===== config.mk =====
export PLATFORM = sky130hd
export DESIGN_NAME = msc_ctrl
export DESIGN_NICKNAME = d
export VERILOG_FILES = /design/src/design/msc_pkg.sv /design/src/design/msc_ctrl.sv
export SDC_FILE = /design/constraint.sdc
export NUM_CORES = 1
export LEC_CHECK = 0
export BUFFER_PORTS_ARGS = -buffer_cell sky130_fd_sc_hd__buf_2
export CORE_AREA = 5 5 42 44
export CTS_CLUSTER_SIZE = 8
export DETAILED_ROUTE_END_ITERATION = 8
export DIE_AREA = 0 0 47 49
export GPL_TIMING_DRIVEN = 0
export HOLD_SLACK_MARGIN = 0.06
export SLEW_MARGIN = 40
export SYNTH_ARGS = -nofsm -noshare
export SYNTH_HDL_FRONTEND = slang
export SYNTH_SLANG_ARGS = --single-unit

===== constraint.sdc =====
create_clock -name i_clk -period 4.04 [get_ports i_clk]
set_input_delay 0.808 -clock i_clk [delete_from_list [all_inputs] [get_ports i_clk]]
set_output_delay 0.808 -clock i_clk [all_outputs]
set_load 0.01 [all_outputs]

===== src/design/msc_pkg.sv =====
// Shared types and constants for the marching-squares contour tracer.
package msc_pkg;
    localparam int MAX_ROW_LENGTH_DEF = 1024;
    localparam int FRACTION_BITS_DEF = 12;
    localparam int SAMPLE_WIDTH_DEF = 32;
    localparam int CFG_WIDTH = 11;
    localparam int POINT_WIDTH = 22;

    typedef struct packed {
        logic [31:0] sample_value;
        logic        sample_undefined;
        logic        frame_start;
    } t_in_item;

    typedef struct packed {
        logic [POINT_WIDTH-1:0] point_x;
        logic [POINT_WIDTH-1:0] point_y;
        logic                   last_of_run;
    } t_out_item;

    // Edge list entry: corner p and corner q (0 TL, 1 TR, 2 BL, 3 BR).
    typedef struct packed {
        logic [1:0] p;
        logic [1:0] q;
    } t_edge;

    // Commands from controller to datapath.
    typedef struct packed {
        logic       load;      // take input item, read store
        logic       advance;   // latch corners and advance counters
        logic       div_start; // start one edge interpolation
        logic [1:0] edge_k;    // edge index within the cell
        logic       emit;      // load output register
        logic       last;      // last point of this sample
    } t_cmd;

    // Status from datapath to controller.
    typedef struct packed {
        logic       div_done;
        logic [2:0] edge_n; // number of edges for the completed cell
    } t_stat;

    function automatic logic [2:0] edge_count(input logic [3:0] code);
        unique case (code)
            4'd0, 4'd15: edge_count = 3'd0;
            4'd5, 4'd10: edge_count = 3'd4;
            default:     edge_count = 3'd2;
        endcase
    endfunction

    function automatic t_edge edge_at(input logic [3:0] code, input logic [1:0] k);
        t_edge e;
        e = '{p: 2'd0, q: 2'd0};
        unique case (code)
            4'd1, 4'd14: e = (k == 2'd0) ? t_edge'{2'd0, 2'd2} : t_edge'{2'd2, 2'd3};
            4'd2, 4'd13: e = (k == 2'd0) ? t_edge'{2'd1, 2'd3} : t_edge'{2'd2, 2'd3};
            4'd3, 4'd12: e = (k == 2'd0) ? t_edge'{2'd0, 2'd2} : t_edge'{2'd1, 2'd3};
            4'd4, 4'd11: e = (k == 2'd0) ? t_edge'{2'd1, 2'd0} : t_edge'{2'd1, 2'd3};
            4'd6, 4'd9:  e = (k == 2'd0) ? t_edge'{2'd0, 2'd1} : t_edge'{2'd2, 2'd3};
            4'd7, 4'd8:  e = (k == 2'd0) ? t_edge'{2'd0, 2'd1} : t_edge'{2'd0, 2'd2};
            4'd5: begin
                unique case (k)
                    2'd0: e = '{2'd0, 2'd1};
                    2'd1: e = '{2'd0, 2'd2};
                    2'd2: e = '{2'd1, 2'd3};
                    default: e = '{2'd2, 2'd3};
                endcase
            end
            4'd10: begin
                unique case (k)
                    2'd0: e = '{2'd0, 2'd1};
                    2'd1: e = '{2'd1, 2'd3};
                    2'd2: e = '{2'd0, 2'd2};
                    default: e = '{2'd2, 2'd3};
                endcase
            end
            default: e = '{2'd0, 2'd0};
        endcase
        return e;
    endfunction
endpackage


===== src/design/msc_ctrl.sv =====
// Controller: sequences load, store read, cell update and edge interpolations.
module msc_ctrl (
    input  logic           i_clk,
    input  logic           i_rst_n,
    input  logic           i_valid,
    output logic           o_ready,
    output logic           o_valid,
    input  logic           i_ready,
    input  msc_pkg::t_stat i_stat,
    output msc_pkg::t_cmd  o_cmd
);
    import msc_pkg::*;

    localparam logic [2:0] S_IDLE = 3'd0;
    localparam logic [2:0] S_READ = 3'd1;
    localparam logic [2:0] S_CELL = 3'd2;
    localparam logic [2:0] S_EDGE = 3'd3;
    localparam logic [2:0] S_DIV  = 3'd4;
    localparam logic [2:0] S_OUT  = 3'd5;

    logic [2:0] r_state, n_state;
    logic [1:0] r_k, n_k;
    logic       r_ov, n_ov;
    logic       w_last;

    assign w_last = ({1'b0, r_k} + 3'd1) == i_stat.edge_n;

    always_comb begin
        n_state = r_state;
        n_k     = r_k;
        n_ov    = r_ov;
        o_cmd   = '{load: 1'b0, advance: 1'b0, div_start: 1'b0, edge_k: r_k,
                    emit: 1'b0, last: w_last};
        o_ready = 1'b0;
        if (r_ov && i_ready) n_ov = 1'b0;
        unique case (r_state)
            S_IDLE: begin
                o_ready = 1'b1;
                if (i_valid) begin
                    o_cmd.load = 1'b1;
                    n_state = S_READ;
                end
            end
            S_READ: n_state = S_CELL; // store read data lands
            S_CELL: begin
                o_cmd.advance = 1'b1;
                n_k = 2'd0;
                n_state = S_EDGE;
            end
            S_EDGE: begin
                if (i_stat.edge_n == 3'd0) begin
                    n_state = S_IDLE;
                end else begin
                    o_cmd.div_start = 1'b1;
                    n_state = S_DIV;
                end
            end
            S_DIV: if (i_stat.div_done) n_state = S_OUT;
            S_OUT: begin
                // hold until the output register is free
                if (!r_ov || i_ready) begin
                    o_cmd.emit = 1'b1;
                    n_ov = 1'b1;
                    if (w_last) begin
                        n_state = S_IDLE;
                    end else begin
                        n_k = r_k + 2'd1;
                        n_state = S_EDGE;
                    end
                end
            end
            default: n_state = S_IDLE;
        endcase
    end

    always_ff @(posedge i_clk) begin
        if (!i_rst_n) begin
            r_state <= S_IDLE;
            r_k     <= '0;
            r_ov    <= 1'b0;
        end else begin
            r_state <= n_state;
            r_k     <= n_k;
            r_ov    <= n_ov;
        end
    end

    assign o_valid = r_ov;
endmodule

Word-level counts from Yosys, hierarchy flattened
Index checks and enable logic that the tools add are counted.
{"block": "op_classes", "add_sub_neg": 2, "n_eq_ne": 10, "mux": 20, "n_reduce_logical": 8}
{"operator": "case mux 3 bit (6 select lines)", "n": 1}
{"operator": "two-way mux 3 bit", "n": 4}
{"operator": "two-way mux 1 bit", "n": 11}
{"operator": "inequality test 2 bit (second input constant)", "n": 4}
{"operator": "== test 3 x 2 -> 1 bit (second input constant)", "n": 2}
{"operator": "== test 3 bit (second input constant)", "n": 2}
{"operator": "zero test 3 bit", "n": 2}
{"operator": "two-way mux 2 bit", "n": 3}
{"operator": "AND reduction 3 bit", "n": 2}
{"operator": "case mux 2 bit (2 select lines)", "n": 1}
{"operator": "adder 2 x 1 -> 3 bit (second input constant)", "n": 1}
{"operator": "== test 3 x 1 -> 1 bit (second input constant)", "n": 1}
{"operator": "== test 3 bit", "n": 1}
{"operator": "adder 2 x 1 -> 2 bit (second input constant)", "n": 1}
{"operator": "nonzero test 2 bit", "n": 1}
{"operator": "logical AND 1 bit", "n": 1}
{"operator": "zero test 1 bit", "n": 1}
{"operator": "logical OR 1 bit", "n": 1}
{"block": "word_totals", "reg_bits": 6, "output_inout_bits": 9}

Depth between registers and ports, before layout
{"block": "depth", "word_depth": 5, "ltp_mapped": 4, "depth_no_buf": 4}

Worst setup path after synthesis
No wires, ideal clock.
{"block": "synth_path", "path_type": "input to output", "from": "input i_stat[0] (netlist name)", "to": "output o_cmd[0] (netlist name)", "t_arrival_ns": 1.313, "path_slack_ns": 1.919, "stages": 3, "path_buffers": 1, "cell_sequence": "xnor2_1 > nor3_1 > buf_4"}
{"block": "synth_via", "elab_chain_len": 1}
{"item": "start, declared", "line_no": "msc_ctrl.sv:9", "source": "input msc_pkg::t_stat i_stat,"}
{"item": "== test 3 bit", "line_no": "msc_ctrl.sv:26", "source": "assign w_last = ({1'b0, r_k} + 3'd1) == i_stat.edge_n;"}
{"item": "end, declared", "line_no": "msc_ctrl.sv:10", "source": "output msc_pkg::t_cmd o_cmd"}
No other way between the ends.

Worst setup path after layout
Ends and elaborated chain as after synthesis.

==> impl_metrics.env <==
export IMPL_outcome="complete, no violations"
export IMPL_vias=441
export IMPL_tns_ps=0
export IMPL_ys_seq_area_share_pct=27.0
export IMPL_min_from="r_k[1]"
export IMPL_place_area_um2=544
export IMPL_final_area_um2=567
export IMPL_critPathKind="input port to output port"
export IMPL_dp_hpwl_um=761
export IMPL_grt_pass1_wl_mm=1.73
export IMPL_clockBufferDepth=2
export IMPL_setup_violations_final=0
export IMPL_power_w=0.000156
export IMPL_grt_usage_pct=10.4
export IMPL_syn_nets=59
export IMPL_grt_pass1_vias=412
export IMPL_holdPathEnd="r_k[1]"
export IMPL_r2r_end="r_k[0]"
export IMPL_p_per_area_nw_per_um2=275
export IMPL_slew_headroom_pct=67.2
export IMPL_regToRegStartpoint="r_k[0]"
export IMPL_hold_buffers=0
export IMPL_crit_chain="buf_2 -> xnor2_1 -> nor3_1 -> buf_4 -> buf_2"
export IMPL_async_flop_share_pct=0
export IMPL_fin_util_pct=40.4
export IMPL_finalNonFillerCells=85
export IMPL_period_minus_slack_ps=2440
export IMPL_nets=80
export IMPL_syn_to_final_growth_pct=27.6
export IMPL_clk_pin_slew_worst_paths_ps=40
export IMPL_tightest_slew_ps=487
export IMPL_end_kind="output port"
export IMPL_cp_common_cell="buf_2"
export IMPL_min_path_cells=2
export IMPL_cts_root_buffer="clkbuf_4"
export IMPL_fmaxAchievable_mhz=409
export IMPL_netlist_instances=50
export IMPL_cp_slowest_cell="xnor2_1"
export IMPL_core_um2=1400
export IMPL_die_w_um=47
export IMPL_insertedDiodeCount=0
export IMPL_startpoint_type="input port"
export IMPL_grt_overflow=0
export IMPL_critPathMaxStageDelay_ps=340
export IMPL_hold_class="flop to flop"
export IMPL_gp_congestion=0.681
export IMPL_layout_drive_gt1_share_pct=39.1
export IMPL_avgRoutedWirePerCell_um=12.0
export IMPL_avgSynthCellArea_um2=8.88
export IMPL_initial_core_util_pct=31.7
export IMPL_placementRows=14
export IMPL_ys_ff_latch=6
export IMPL_dp_cells=82
export IMPL_cts_buffers=3
export IMPL_cp_required_ps=3230
export IMPL_maxCapViolCount=0
export IMPL_worstSkewPairLatency_ps=240
export IMPL_yosys_warnings=0
export IMPL_synth_area_um2=444
export IMPL_drc=0
export IMPL_wl_mm=1.02
export IMPL_filler_cell_count=160
export IMPL_ff2ff_path_depth=4
export IMPL_ctsResizeCount=0
export IMPL_worstPathMaxFanout=4
export IMPL_cts_setup_buffers=0
export IMPL_skew_ps=1.08
export IMPL_first_iter_violations=3
export IMPL_ys_types=28
export IMPL_worstPathArrival_ps=1640
export IMPL_slew_violations=0
export IMPL_die_h_um=49
export IMPL_htree_levels=1
export IMPL_grt_max_degree=11
export IMPL_dr_pass1_iters=4
export IMPL_ant_nets=0
export IMPL_post_route_period_util_pct=60.5
export IMPL_ir_drop_mv=0.153
export IMPL_cts_tree="yes"
export IMPL_hold_violations=0
export IMPL_rsz0062_at_grt="no"
export IMPL_antenna_found_initial=0
export IMPL_numClockSinks=6
export IMPL_synth_ff_type="dfxtp_1"
export IMPL_ios=17
export IMPL_leakagePower_nw=0.279
export IMPL_synth_edff_count=0
export IMPL_port_buffers=16
export IMPL_via_per_inst=5.19
export IMPL_regToRegSetupSlack_ps=2540
export IMPL_die_area_um2=2300
-- power breakdown --
part / internal (W) / total [W] / switching, W
clock: 0.0000336 / 0.0000555 / 0.0000219
sequential: 0.0000617 / 0.0000629 / 0.00000118
combinational: 0.0000176 / 0.0000376 / 0.0000201
-- placed cells by master, fill, tap and decap left out, drive strengths merged --
master and n:
or3b 1, and3b 2, dfxtp 6, inv 4, or2 2, mux2i 3
a211oi 2, ha 1, o21ba 1, nor2b 2, nand3 3, buf 20
nor2 1, and2 2, o41ai 3, o31ai 1, o311ai 1, nand2b 1
nand2 1, xor2 2, clkbuf 3, xnor2 1, o21a 1, nor3 4
o31a 1
-- registers in the layout, summed over array words and instances (netlist names) --
register  count
r_k           2
r_state       3
o_valid       1
-- metrics by stage --
step                      hold WS [ps]  setup slack (ps)
after floorplan                    510              1920
after global placement             490              1610
after detailed placement           492              1610
after CTS                          502              1610
after global routing               544              1460
final                              497              1600
-- cell type report --
type                            count  area [um^2]  share of cell area (%)
Clock buffer                        3         22.5                    3.97
Buffer                              4         28.8                    5.08
Timing Repair Buffer               16         80.1                    14.1
Sequential cell                     6          120                    21.2
Inverter                            4         15.0                    2.65
Tap cell                           16         20.0                    3.53
Multi-Input combinational cell     36          280                    49.4
-- synthesized netlist by cell type (2+ instances only) --
library cell / instances / area share (%)
dfxtp_1: 6 / 27
inv_1: 4 / 3.4
nor3_1: 4 / 4.5
mux2i_1: 3 / 6.8
nand3_1: 3 / 3.4
a211oi_1: 2 / 3.4
and2_1: 2 / 2.8
and3b_1: 2 / 3.9
buf_2: 2 / 2.3
nor2b_1: 2 / 2.8
o41ai_1: 2 / 3.9
xor2_1: 2 / 3.9
-- worst max path at each step --
stage / startpoint / cells after the start / endpoint
6_report: i_stat[0] / 5 / o_cmd[0]
5_1_grt: r_k[0] / 5 / o_cmd[0]
4_1_cts: i_stat[0] / 5 / o_cmd[0]
3_5_place_dp: i_stat[0] / 5 / o_cmd[0]
3_3_place_gp: i_stat[0] / 5 / o_cmd[0]
2_1_floorplan: i_stat[0] / 3 / o_cmd[0]
-- logic make-up after synthesis --
kind of cell	count (synthesis)	share of synthesized area [%]
buf+inv	8	9.86
compound gates	10	22.3
mux	3	6.76
flops	6	27.0
simple gates	19	25.4
fa+ha+maj	1	2.82
xor+xnor	3	5.92
-- worst max-delay path: cells and delay by family --
kind          cells  cell delay, ps
buf+inv           3             380
xor+xnor          1             340
simple gates      1             110
-- routing by layer --
metal / GRT usage, % / share of wire, %
met1: 13.3 / 41
met2: 14.5 / 48
met3: 5.54 / 9.0
met4: 4.15 / 1.1
met5: 0 / 0
(Power assumes the default switching activity.)
